### src/design/ses_pkg.sv
// shared types, codes and helpers for the spectrum energy sampler
`default_nettype none

package ses_pkg;

    localparam int DEF_MAX_BINS  = 256;
    localparam int DEF_MAX_LINES = 16;
    localparam int DEF_RAND_BITS = 16;

    localparam int SLOT_W    = 8;
    localparam int WEIGHT_W  = 24;
    localparam int LENERGY_W = 16;
    localparam int RAND_W    = 16;
    localparam int ENERGY_W  = 17;
    localparam int STATUS_W  = 2;
    localparam int ACTION_W  = 2;
    localparam int CTOT_W    = 32;
    localparam int DTOT_W    = 28;
    localparam int TOT_W     = 33;
    localparam int CHAN_W    = 9;
    localparam int LINES_W   = 5;
    localparam int CFG_IDX_W = 2;
    localparam int CFG_DAT_W = 9;

    localparam logic [ACTION_W-1:0] ACT_LOAD_BIN  = 2'd0;
    localparam logic [ACTION_W-1:0] ACT_LOAD_LINE = 2'd1;
    localparam logic [ACTION_W-1:0] ACT_DRAW      = 2'd2;

    localparam logic [STATUS_W-1:0] STAT_CONT  = 2'd0;
    localparam logic [STATUS_W-1:0] STAT_LINE  = 2'd1;
    localparam logic [STATUS_W-1:0] STAT_RETRY = 2'd2;
    localparam logic [STATUS_W-1:0] STAT_EMPTY = 2'd3;

    localparam logic [CFG_IDX_W-1:0] REG_CONT_CHANNELS = 2'd0;
    localparam logic [CFG_IDX_W-1:0] REG_DISC_LINES    = 2'd1;

    typedef struct packed {
        logic                 bin_we;
        logic                 line_we;
        logic [SLOT_W-1:0]    slot;
        logic [WEIGHT_W-1:0]  weight;
        logic [LENERGY_W-1:0] line_energy;
    } ses_load_t;

    typedef struct packed {
        logic [LENERGY_W-1:0] energy;
        logic [DTOT_W-1:0]    cum;
    } ses_line_t;

    function automatic int addr_w(input int depth);
        return (depth > 1) ? $clog2(depth) : 1;
    endfunction

endpackage

`default_nettype wire

### src/design/ses_line_store.sv
// discrete line memory holding energy and cumulative weight per line
`default_nettype none

module ses_line_store #(
    parameter int MAX_LINES = ses_pkg::DEF_MAX_LINES
) (
    input  wire logic                                      clk,
    input  wire logic                                      rst_n,
    input  wire ses_pkg::ses_load_t                        load,
    input  wire logic [ses_pkg::addr_w(MAX_LINES)-1:0]     rd_addr,
    output ses_pkg::ses_line_t                             rd_data,
    output logic      [ses_pkg::DTOT_W-1:0]                disc_total
);
    import ses_pkg::*;

    localparam int LA_W = addr_w(MAX_LINES);

    ses_line_t         line_mem [MAX_LINES];
    ses_line_t         rd_data_reg;
    ses_line_t         wr_data;
    logic [DTOT_W-1:0] total_reg;
    logic [DTOT_W-1:0] total_next;
    logic [DTOT_W-1:0] total_base;
    logic [DTOT_W:0]   total_sum;
    logic [LA_W-1:0]   wr_addr;

    assign wr_addr = LA_W'(load.slot);

    always_comb
    begin
        total_base     = (load.slot == '0) ? '0 : total_reg;
        total_sum      = (DTOT_W + 1)'(total_base) + (DTOT_W + 1)'(load.weight);
        total_next     = total_sum[DTOT_W] ? {DTOT_W{1'b1}} : total_sum[DTOT_W-1:0];
        wr_data.energy = load.line_energy;
        wr_data.cum    = total_next;
    end

    always_ff @(posedge clk or negedge rst_n)
    begin
        if (!rst_n)
        begin
            total_reg <= '0;
        end
        else if (load.line_we)
        begin
            total_reg <= total_next;
        end
    end

    always_ff @(posedge clk)
    begin
        if (load.line_we)
        begin
            line_mem[wr_addr] <= wr_data;
        end
        rd_data_reg <= line_mem[rd_addr];
    end

    assign rd_data    = rd_data_reg;
    assign disc_total = total_reg;

endmodule

`default_nettype wire

### config.mk
export PLATFORM = sky130hd
export DESIGN_NAME = ses_line_store
export DESIGN_NICKNAME = d
export VERILOG_FILES = /design/src/design/ses_pkg.sv /design/src/design/ses_line_store.sv
export SDC_FILE = /design/constraint.sdc
export NUM_CORES = 1
export LEC_CHECK = 0
export BUFFER_PORTS_ARGS = -buffer_cell sky130_fd_sc_hd__buf_2
export CAP_MARGIN = 20
export CORE_UTILIZATION = 55
export CTS_CLUSTER_SIZE = 30
export DETAILED_ROUTE_END_ITERATION = 10
export PLACE_DENSITY = 0.72
export SLEW_MARGIN = 20
export SYNTH_ARGS = -nofsm -noshare
export SYNTH_HDL_FRONTEND = slang
export SYNTH_SLANG_ARGS = --single-unit
### constraint.sdc
create_clock -name clk -period 5.9 [get_ports clk]
set_clock_uncertainty 0.1 [all_clocks]
set_input_delay 0.59 -clock clk [delete_from_list [all_inputs] [get_ports clk]]
set_output_delay 0.59 -clock clk [all_outputs]
set_load 0.02 [all_outputs]
==> reports/results.txt <==
Clock sinks = 776
Cell Rows = 85
Power Density = 455 nW/um^2
Post-CTS Setup Inserts = 0
Ys flop type = edfxtp_1
VDD IR max = 0.393 mV
First-pass GRT wire length = 95,600 um
Met1 usage = 33.9%
Peak Freq = 0.211 GHz
Die area = 55,600 sq um
Global-route congestion overflow total = 0
TritonCTS clock tree = yes
Total GRT Usage = 23.6%
Final Hold Viols = 0
DR WL/cell = 27.2 um
#FFs+latches synth = 776
WP buf/inv = 1
Crit-path cells = buf_2 -> or4_1 -> or4_4 -> and2_1 -> ha_1 -> fa_1 -> a21oi_1 -> o211ai_1 -> a2111oi_0 -> o21bai_1 -> o221ai_1 -> xor2_1 -> nand2_1
ANT nets after route = 0
Worst Path Required = 6.04 ns
Critical Path Source Type = primary input
Layout area overhead = 13.9%
Largest net degree at the start of global routing = 83
Hold slack = 0.253 ns
Dpl ws = 0.514 ns
Crit path max fanout = 31
Vias in the first global route = 15.0k
Layout cell share with drive strength beyond 1 = 32.8%
DP Wirelength = 33,500 um
Starting Density = 55.8%
Slowest cell delay on critical path = 0.66 ns
Max reg flops = 704
Worst Slack Setup Final = 1.17 ns
Worst skew pair latency = 0.62 ns
Die Ht = 236 um
Status = finished, final reports clean
Final Max Slew Viols = 0
Leakage = 11.3 nW
Setup TNS = 0 ns
Core Box Area = 53,900 sq um
I/O pin cnt = 128
RSZ-0062 raised after global routing = no
Worst hold path class = in -> reg
Final wirelength = 63,200 um
Worst slew pin tran = 1.04 ns
Critical path type = in -> reg
Pwr Total = 15.6 mW
Mapped Avg Cell Area = 21.7 sq um
Synth Instances = 1,384
Clk Tree Root Cell = clkbuf_16
Min Tclk post-route = 4.73 ns
Min-delay src = load[10]
Yosys warns = 0
Max_slew headroom = 30.2%
Crit share post-route = 80.2%
Crit end category = flop
Net count, final = 1,645
Via count = 14.5k
H-tree depth reported by CTS = 3
Post-Syn Nets = 1,465
Clock transition at path regs = 0.06 ns
Clock buffer depth = 3
Vias per cell = 6.25
Synth Cell Area = 30,100 sq um
GR Util met3 = 3.58%
Most Crowded Layer GR = met2
Ys async rst share = 3.61%
Netlist cell types = 62
Ant. Diodes = 0
Initial DRC Count = 1,458
CP max stage cell = or4_4
Initial antenna violation count = 0
GRT met2 Usage = 38.2%
Die width = 236 um
Routability Congestion = 0.925
TritonCTS Buffers = 77
Final setup vio count = 0
EDFF count, synth = 704
FF-to-FF Start = disc_total[0]
Launch point of the worst path = load[41]
Placed Cells = 2,180
# DRC = 0
DRT Pass-1 Iters = 7
Max_cap viols = 0
CP arrival = 4.87 ns
Crit path max-delay family = simple AND/OR/NAND/NOR gates
Finished Layout Cells = 2,325
Seq/Total Area, Yosys = 75.5%
# port buffers = 126
-- worst paths after layout --
path | to | slack, ns | depth (start not counted)
max reg2reg | line_mem[13][22] | 2.11 | 10
max in group asynchronous | disc_total[6] | 4.79 | 2
min in group asynchronous | disc_total[18] | 0.46 | 2
max | line_mem[13][22] | 1.17 | 13
min | line_mem[1][38] | 0.25 | 1
min reg2reg | disc_total[6] | 0.44 | 1
-- metrics by stage --
stage | utilization, % | instance area [sq um]
global placement | 58.9 | 31800
CTS | 63.6 | 34300
floorplan | - | 30100
global route | 63.6 | 34300
detailed placement | 58.9 | 31800
finish | 63.6 | 34300
-- power by group --
group	switching, mW	total, mW	internal, mW	leakage, nW
sequential	0.151	7.68	7.52	7.01
clock	2.01	4.77	2.76	1.23
combinational	2.21	3.16	0.949	3.06
-- routing by layer --
metal  routed length (um)  share of wire [%]  up-vias
li1                     -                  -     6155
met1                26200                 41     7713
met5                    0                  0        -
met4                 1070                1.7        0
met2                31300                 50      588
met3                 4600                7.3       86
-- cells in the mapped netlist (11+ instances only) --
| master | n | area [sq um] |
|---|---|---|
| a21o_1 | 11 | 82.6 |
| a21oi_1 | 31 | 155 |
| and2_1 | 26 | 163 |
| buf_1 | 16 | 60.1 |
| clkbuf_1 | 38 | 143 |
| dfrtp_1 | 28 | 701 |
| dfxtp_1 | 44 | 881 |
| edfxtp_1 | 704 | 21100 |
| ha_1 | 24 | 300 |
| inv_1 | 11 | 41.3 |
| mux4_2 | 220 | 4950 |
| nand2_1 | 36 | 135 |
| nand3_1 | 11 | 55.1 |
| nor2_1 | 43 | 161 |
| xnor2_1 | 11 | 96.3 |
-- layout by cell type, fill, tap and decap left out, drive strengths merged, types with 3 or more instances in the layout --
cell type / instances
a211oi: 3
a21o: 11
a21oi: 31
a221oi: 4
a311oi: 3
a31oi: 5
and2: 26
and3: 7
buf: 162
bufinv: 3
clkbuf: 109
clkinv: 27
dfrtp: 28
dfxtp: 44
edfxtp: 704
ha: 24
inv: 16
mux2: 11
mux2i: 3
mux4: 220
nand2: 36
nand2b: 4
nand3: 11
nand3b: 4
nand4: 4
nor2: 44
nor3: 4
o211ai: 4
o21a: 4
o21ai: 12
o21bai: 3
or2: 5
or3: 3
or4: 3
xnor2: 11
xor2: 10
-- cells by family (layout without fill, tap and decap cells) --
logic type,after synthesis,after routing,share of synthesized area (%)
AO/OA/AOI/OAI,96,96,2.16
XOR/XNOR,21,21,0.611
adder cells (fa/ha/maj),25,25,1.06
buffers and inverters,73,318,0.961
flip-flops,776,776,75.5
multiplexers,234,234,17.0
AND/OR/NAND/NOR,159,159,2.68
-- cell type report --
| type | instances | area [sq um] |
|---|---|---|
| Tap cell | 696 | 871 |
| Sequential cell | 776 | 22700 |
| Timing Repair Buffer | 163 | 955 |
| Clock inverter | 35 | 263 |
| Fill cell | 3514 | 19700 |
| Multi-Input combinational cell | 535 | 7200 |
| Clock buffer | 109 | 2220 |
| Inverter | 11 | 41.3 |
-- repair_timing --
action,CTS,global route
gates resized for setup,0,0
hold endpoints to repair,28,0
hold buffers,1,0
Note: power is estimated with default switching activity, not from simulation.
