`src/design/ses_pkg.sv`:
```
// shared types, codes and helpers for the spectrum energy sampler
`default_nettype none

package ses_pkg;

    localparam int DEF_MAX_BINS  = 256;
    localparam int DEF_MAX_LINES = 16;
    localparam int DEF_RAND_BITS = 16;

    localparam int SLOT_W    = 8;
    localparam int WEIGHT_W  = 24;
    localparam int LENERGY_W = 16;
    localparam int RAND_W    = 16;
    localparam int ENERGY_W  = 17;
    localparam int STATUS_W  = 2;
    localparam int ACTION_W  = 2;
    localparam int CTOT_W    = 32;
    localparam int DTOT_W    = 28;
    localparam int TOT_W     = 33;
    localparam int CHAN_W    = 9;
    localparam int LINES_W   = 5;
    localparam int CFG_IDX_W = 2;
    localparam int CFG_DAT_W = 9;

    localparam logic [ACTION_W-1:0] ACT_LOAD_BIN  = 2'd0;
    localparam logic [ACTION_W-1:0] ACT_LOAD_LINE = 2'd1;
    localparam logic [ACTION_W-1:0] ACT_DRAW      = 2'd2;

    localparam logic [STATUS_W-1:0] STAT_CONT  = 2'd0;
    localparam logic [STATUS_W-1:0] STAT_LINE  = 2'd1;
    localparam logic [STATUS_W-1:0] STAT_RETRY = 2'd2;
    localparam logic [STATUS_W-1:0] STAT_EMPTY = 2'd3;

    localparam logic [CFG_IDX_W-1:0] REG_CONT_CHANNELS = 2'd0;
    localparam logic [CFG_IDX_W-1:0] REG_DISC_LINES    = 2'd1;

    typedef struct packed {
        logic                 bin_we;
        logic                 line_we;
        logic [SLOT_W-1:0]    slot;
        logic [WEIGHT_W-1:0]  weight;
        logic [LENERGY_W-1:0] line_energy;
    } ses_load_t;

    typedef struct packed {
        logic [LENERGY_W-1:0] energy;
        logic [DTOT_W-1:0]    cum;
    } ses_line_t;

    function automatic int addr_w(input int depth);
        return (depth > 1) ? $clog2(depth) : 1;
    endfunction

endpackage

`default_nettype wire

```
`src/design/ses_draw_ctrl.sv`:
```
// draw sequencer: part choice, rejection trial and cumulative line walk
`default_nettype none

module ses_draw_ctrl #(
    parameter int MAX_BINS  = ses_pkg::DEF_MAX_BINS,
    parameter int MAX_LINES = ses_pkg::DEF_MAX_LINES,
    parameter int RAND_BITS = ses_pkg::DEF_RAND_BITS
) (
    input  wire logic                                      clk,
    input  wire logic                                      rst_n,
    input  wire logic                                      start,
    input  wire logic [ses_pkg::ACTION_W-1:0]              action,
    input  wire logic [ses_pkg::RAND_W-1:0]                rand_part,
    input  wire logic [ses_pkg::RAND_W-1:0]                rand_energy,
    input  wire logic [ses_pkg::RAND_W-1:0]                rand_accept,
    input  wire logic [$clog2(MAX_BINS + 1)-1:0]           bins_used,
    input  wire logic [$clog2(MAX_LINES + 1)-1:0]          lines_used,
    input  wire logic [ses_pkg::CTOT_W-1:0]                cont_total,
    input  wire logic [ses_pkg::DTOT_W-1:0]                disc_total,
    input  wire logic [ses_pkg::WEIGHT_W-1:0]              bin_peak,
    input  wire logic [ses_pkg::WEIGHT_W-1:0]              bin_rd_data,
    input  wire ses_pkg::ses_line_t                        line_rd_data,
    output logic      [ses_pkg::addr_w(MAX_BINS)-1:0]      bin_rd_addr,
    output logic      [ses_pkg::addr_w(MAX_LINES)-1:0]     line_rd_addr,
    output logic                                           busy,
    output logic                                           done,
    output logic      [ses_pkg::ENERGY_W-1:0]              energy,
    output logic      [ses_pkg::STATUS_W-1:0]              status
);
    import ses_pkg::*;

    localparam int RW   = RAND_BITS;
    localparam int PW   = RW + TOT_W;
    localparam int BA_W = addr_w(MAX_BINS);
    localparam int LA_W = addr_w(MAX_LINES);
    localparam int N_W  = $clog2(MAX_BINS + 1);
    localparam int M_W  = $clog2(MAX_LINES + 1);

    localparam logic [2:0] S_IDLE  = 3'd0;
    localparam logic [2:0] S_PMUL  = 3'd1;
    localparam logic [2:0] S_PCMP  = 3'd2;
    localparam logic [2:0] S_BMUL  = 3'd3;
    localparam logic [2:0] S_BRD   = 3'd4;
    localparam logic [2:0] S_BCMP  = 3'd5;
    localparam logic [2:0] S_DMUL  = 3'd6;
    localparam logic [2:0] S_DWALK = 3'd7;

    logic [2:0]          state_reg;
    logic [2:0]          state_next;
    logic [LA_W-1:0]     walk_reg;
    logic [LA_W-1:0]     walk_next;
    logic                done_reg;
    logic                done_next;
    logic [ENERGY_W-1:0] energy_reg;
    logic [ENERGY_W-1:0] energy_next;
    logic [STATUS_W-1:0] status_reg;
    logic [STATUS_W-1:0] status_next;
    logic [RW-1:0]       rp_reg;
    logic [RW-1:0]       re_reg;
    logic [RW-1:0]       ra_reg;
    logic [PW-1:0]       prod_reg;
    logic [ENERGY_W-1:0] epend_reg;

    logic                draw_go;
    logic [CTOT_W-1:0]   cw;
    logic [DTOT_W-1:0]   dw;
    logic [TOT_W-1:0]    total;
    logic                part_cont;
    logic [RW-1:0]       mul_a;
    logic [TOT_W-1:0]    mul_b;
    logic                mul_en;
    logic [PW-1:0]       bin_full;
    logic [PW+7:0]       pos_full;
    logic [18:0]         pos_mid;
    logic [ENERGY_W-1:0] pos_sat;
    logic                reject;
    logic                hit;
    logic                last;

    assign busy    = (state_reg != S_IDLE);
    assign draw_go = start && !busy && (action == ACT_DRAW);

    always_comb
    begin
        cw        = (bins_used != '0) ? cont_total : '0;
        dw        = (lines_used != '0) ? disc_total : '0;
        total     = TOT_W'(cw) + TOT_W'(dw);
        part_cont = prod_reg < PW'({cw, {RW{1'b0}}});
        bin_full  = prod_reg >> RW;
        pos_full  = {prod_reg, 8'd0} >> RW;
        pos_mid   = 19'(pos_full) + 19'd128;
        pos_sat   = pos_mid[18:17] != 2'b00 ? {ENERGY_W{1'b1}} : pos_mid[16:0];
        reject    = PW'({bin_rd_data, {RW{1'b0}}}) < prod_reg;
        hit       = prod_reg < PW'({line_rd_data.cum, {RW{1'b0}}});
        last      = M_W'(walk_reg) == (lines_used - M_W'(1));
    end

    assign bin_rd_addr  = bin_full[BA_W-1:0];
    assign line_rd_addr = (state_reg == S_DMUL) ? '0 : walk_reg + LA_W'(1);

    // shared multiplier operand select
    always_comb
    begin
        mul_a  = re_reg;
        mul_b  = TOT_W'(disc_total);
        mul_en = 1'b0;
        unique case (state_reg)
            S_PMUL:
            begin
                mul_a  = rp_reg;
                mul_b  = total;
                mul_en = 1'b1;
            end
            S_BMUL:
            begin
                mul_a  = re_reg;
                mul_b  = TOT_W'(bins_used);
                mul_en = 1'b1;
            end
            S_BRD:
            begin
                mul_a  = ra_reg;
                mul_b  = TOT_W'(bin_peak);
                mul_en = 1'b1;
            end
            S_DMUL:
            begin
                mul_a  = re_reg;
                mul_b  = TOT_W'(disc_total);
                mul_en = 1'b1;
            end
            default:
            begin
                mul_en = 1'b0;
            end
        endcase
    end

    always_comb
    begin
        state_next  = state_reg;
        walk_next   = walk_reg;
        done_next   = 1'b0;
        energy_next = energy_reg;
        status_next = status_reg;
        unique case (state_reg)
            S_IDLE:
            begin
                if (draw_go)
                begin
                    if (total == '0)
                    begin
                        done_next   = 1'b1;
                        energy_next = '0;
                        status_next = STAT_EMPTY;
                    end
                    else
                    begin
                        state_next = S_PMUL;
                    end
                end
            end
            S_PMUL:
            begin
                state_next = S_PCMP;
            end
            S_PCMP:
            begin
                state_next = part_cont ? S_BMUL : S_DMUL;
            end
            S_BMUL:
            begin
                state_next = S_BRD;
            end
            S_BRD:
            begin
                state_next = S_BCMP;
            end
            S_BCMP:
            begin
                done_next  = 1'b1;
                state_next = S_IDLE;
                if (reject)
                begin
                    energy_next = '0;
                    status_next = STAT_RETRY;
                end
                else
                begin
                    energy_next = epend_reg;
                    status_next = STAT_CONT;
                end
            end
            S_DMUL:
            begin
                walk_next  = '0;
                state_next = S_DWALK;
            end
            S_DWALK:
            begin
                if (hit || last)
                begin
                    done_next   = 1'b1;
                    energy_next = ENERGY_W'(line_rd_data.energy);
                    status_next = STAT_LINE;
                    state_next  = S_IDLE;
                end
                else
                begin
                    walk_next = walk_reg + LA_W'(1);
                end
            end
            default:
            begin
                state_next = S_IDLE;
            end
        endcase
    end

    always_ff @(posedge clk or negedge rst_n)
    begin
        if (!rst_n)
        begin
            state_reg <= S_IDLE;
            walk_reg  <= '0;
            done_reg  <= 1'b0;
        end
        else
        begin
            state_reg <= state_next;
            walk_reg  <= walk_next;
            done_reg  <= done_next;
        end
    end

    always_ff @(posedge clk)
    begin
        energy_reg <= energy_next;
        status_reg <= status_next;
        if (draw_go)
        begin
            rp_reg <= RW'(rand_part);
            re_reg <= RW'(rand_energy);
            ra_reg <= RW'(rand_accept);
        end
        if (mul_en)
        begin
            prod_reg <= PW'(mul_a) * PW'(mul_b);
        end
        if (state_reg == S_BRD)
        begin
            epend_reg <= pos_sat;
        end
    end

    assign done   = done_reg;
    assign energy = energy_reg;
    assign status = status_reg;

endmodule

`default_nettype wire
```
`config.mk`:
```
export PLATFORM = sky130hd
export DESIGN_NAME = ses_draw_ctrl
export DESIGN_NICKNAME = d
export VERILOG_FILES = /design/src/design/ses_pkg.sv /design/src/design/ses_draw_ctrl.sv
export SDC_FILE = /design/constraint.sdc
export NUM_CORES = 2
export LEC_CHECK = 0
export BUFFER_PORTS_ARGS = -buffer_cell sky130_fd_sc_hd__buf_4
export CAP_MARGIN = 30
export CORE_ASPECT_RATIO = 0.75
export CORE_MARGIN = 4
export CORE_UTILIZATION = 50
export CTS_CLUSTER_SIZE = 28
export DETAILED_ROUTE_END_ITERATION = 8
export GPL_TIMING_DRIVEN = 0
export PLACE_DENSITY = 0.81
export SYNTH_ARGS = -nofsm -noshare
export SYNTH_HDL_FRONTEND = slang
export SYNTH_SLANG_ARGS = --single-unit
```
`constraint.sdc`:
```
create_clock -name clk -period 8.91 [get_ports clk]
set_clock_uncertainty 0.15 [all_clocks]
set_input_delay 1.782 -clock clk [delete_from_list [all_inputs] [get_ports clk]]
set_output_delay 1.782 -clock clk [all_outputs]
set_load 0.02 [all_outputs]
```
==> results.md <==
- Area Overhead vs Synth: 25.6%
- Startpoint types: input pin
- 1st-pass router iterations: 7
- Critical-path maximum fanout: 7
- Synthesized instance count: 2991
- Final antenna-violating net count: 0
- Most frequent cells in the layout: 526 x inv_1, 413 x fa_1, 406 x nand2_1
- # hold bufs at CTS: 0
- RR Startpoint: state_reg[1]$_DFFE_PN0P_
- Crit path top cell by count: fa_1
- RSZ-0062 raised after global routing: true
- Routed WL: 97900 µm
- CP Class: input pin to flop
- ANT cells: 0
- Iteration-0 DRC count of the detailed router: 2968
- Vias in the first global route: 24.7k
- Vias: 24.5k
- Largest net degree at the start of global routing: 28
- Outcome: finished, violations left
- Least-Margin Pin Slew: 1.11 ns
- Remaining DRCs: 0
- Die Height: 208 µm
- Final Cycle Share: 129%
- Fillers: 4260
- Synth warnings: 0
- Leading post-synthesis cells by cell area: fa_1 32%, edfxtp_1 15%, ha_1 11%
- Final min period: 11.51 ns
- Ys async rst share: 5.67%
- Initial Util: 50.5%
- Synth Cell Area: 26800 µm²
- Final WS setup: -2.60 ns
- Top FF cell, synth: edfxtp_1
- Slew margin rel.: 26.0%
- DR vias/cell: 5.92
- Core Rows: 73
- Min-Delay Endpoint: energy[6]$_DFFE_PP_
- Crit end category: flop
- FF+latch area: 4190 µm²
- Failing checks: negative setup slack
- CTS Sinks: 141
- Design area: 33600 µm²
- Hold path cells: 1
- GRT Total Usage: 33.5%
- Yosys cell types: 74
- Critical path arrival: 11.56 ns
- Worst path slowest cell: fa_1
- Syn Nets: 3873
- CP bufs+invs: 10
- Dominant cell type by area after synthesis: fa_1
- CTS tree: built
- Crit-path leading delay family: adder cells
- Share of layout cells above drive strength 1: 23.0%
- EDFF count, synth: 133
- Die width: 275 µm
- Leading cell type in the layout, fill and taps excluded: inv_1
- Worst-Skew Late Latency: 0.46 ns
- Multi-input logic area: 21800 µm²
- Avg WL per Cell: 23.7 µm
- Total CTS buffers: 17
- # IOs: 252
- Worst-path clk slew: 0.08 ns
- Maximum clock insertion buffer count: 2
- Cell Area, Placed: 30500 µm²
- Worst Min Path Start: epend_reg[6]$_SDFFCE_PP1N_
- Max reg flops: 49
- Slew Viols, Final: 0
- Remaining Overflow, GRT: 0
- Placer congestion estimate: 0.999
- First-pass GRT wire length: 145000 µm
- Path depth of the worst reg2reg path: 30
- CTS Root Cell: clkbuf_16
- Achievable frequency: 86.9 MHz
- R2r endpoint: prod_reg[47]$_DFFE_PP_
- # setup viols final: 41
- CP Data Required Time: 8.96 ns
- Die Area: 57300 µm²
- Worst stage delay on the critical path: 0.56 ns
- Utilization after layout: 63.4%
- Antenna violations before repair: 1
- Final hold vios: 0
- Max cap viols: 0
- Share of the synthesized area in the top cell type: 32.4%
- Hold Crit Class: flop to flop
- Number of nets in the layout: 4290
- Synthesized area per cell: 8.95 µm²
- R2r setup slk: -1.66 ns
- Flops & latches, synth: 141
- Dpl hpwl: 77000 µm
- Max H-tree Level: 4
- Seq/Total Area, Yosys: 15.7%
- Setup TNS: -73.32 ns
- Core Region: 53000 µm²
- I/O Buffers: 250
## routing by layer
metal  up-vias  wire [µm]  GRT usage (%)
met2      1708      41800           49.2
met1     11928      38400           47.1
met3       328      13400           10.2
li1      10495          -              -
met5         -          9              0
met4         2       4310           11.8
## cell usage after synthesis, types with 5 or more instances
cell type	count
inv_1	551
fa_1	433
nand2_1	427
nor2_1	247
ha_1	230
edfxtp_1	133
a21oi_1	108
clkbuf_1	105
and2_1	88
a21o_1	76
o21ai_0	62
xnor2_1	61
a221oi_1	33
mux2i_1	32
nand3_1	32
nand4_1	28
a22o_1	25
and3_1	25
nor3_1	24
xor2_1	23
a221o_1	18
nand2b_1	18
a31oi_1	15
o21bai_1	15
nor2b_1	14
o21a_1	13
nor4_1	10
a211oi_1	8
buf_4	8
dfrtp_1	8
o31ai_1	8
buf_1	7
o211ai_1	7
mux2_2	5
nand3b_1	5
o311ai_0	5
## per-stage QoR
stage / setup WS, ns / std cells / hold slack [ns]
2_1_floorplan: -2.09 / 2991 / 0.356
3_3_place_gp: -4.35 / 3953 / 0.363
3_5_place_dp: -4.39 / 3970 / 0.371
4_1_cts: -2.50 / 4087 / 0.381
5_1_grt: -2.75 / 4133 / 0.405
6_report: -2.60 / 4133 / 0.382
## area by class of cell
cell class	instances	share of cell area (%)
Buffer	116	2.27
Clock buffer	17	1.27
Clock inverter	15	0.398
Inverter	553	6.19
Multi-Input combinational cell	2175	65.0
Sequential cell	141	12.5
Tap cell	712	2.65
Timing Repair Buffer	404	9.75
## repair_timing
action                                  4_1_cts  5_1_grt
endpoints found under the setup margin       42       41
resized for setup                           184      133
setup buffers                                88       44
pin swaps                                   100       99
gates cloned                                  1        0
## worst max path at each step
stage	startpoint	endpoint	slack, ns	cells after the start
4_1_cts	bins_used[1]	prod_reg[47]$_DFFE_PP_	-2.50	42
3_5_place_dp	lines_used[0]	prod_reg[47]$_DFFE_PP_	-4.39	37
6_report	bins_used[1]	prod_reg[47]$_DFFE_PP_	-2.60	39
2_1_floorplan	bins_used[2]	prod_reg[47]$_DFFE_PP_	-2.09	41
3_3_place_gp	lines_used[0]	prod_reg[47]$_DFFE_PP_	-4.35	37
5_1_grt	bins_used[1]	prod_reg[47]$_DFFE_PP_	-2.75	38
## cells by family after synthesis
family / synth area share, %
AND/OR/NAND/NOR: 15.9
buffers and inverters: 9.59
adder cells (fa/ha/maj): 43.2
AO/OA/AOI/OAI: 11.4
flip-flops: 15.7
XOR/XNOR: 2.81
multiplexers: 1.41
## worst reg2reg max path: cells and delay by family (launching register included)
family	cells	cell delay [ns]
adders and majority gates	7	3.38
DFF	1	0.32
AOI/OAI and AO/OA	11	2.45
and+or+nand+nor	3	0.79
buffers and inverters	8	3.12
xor gates and xnor gates	1	0.15
Power is left out: the tool's default activity adds up to more than one toggle a clock period on the data nets, which glitch-free logic cannot reach.
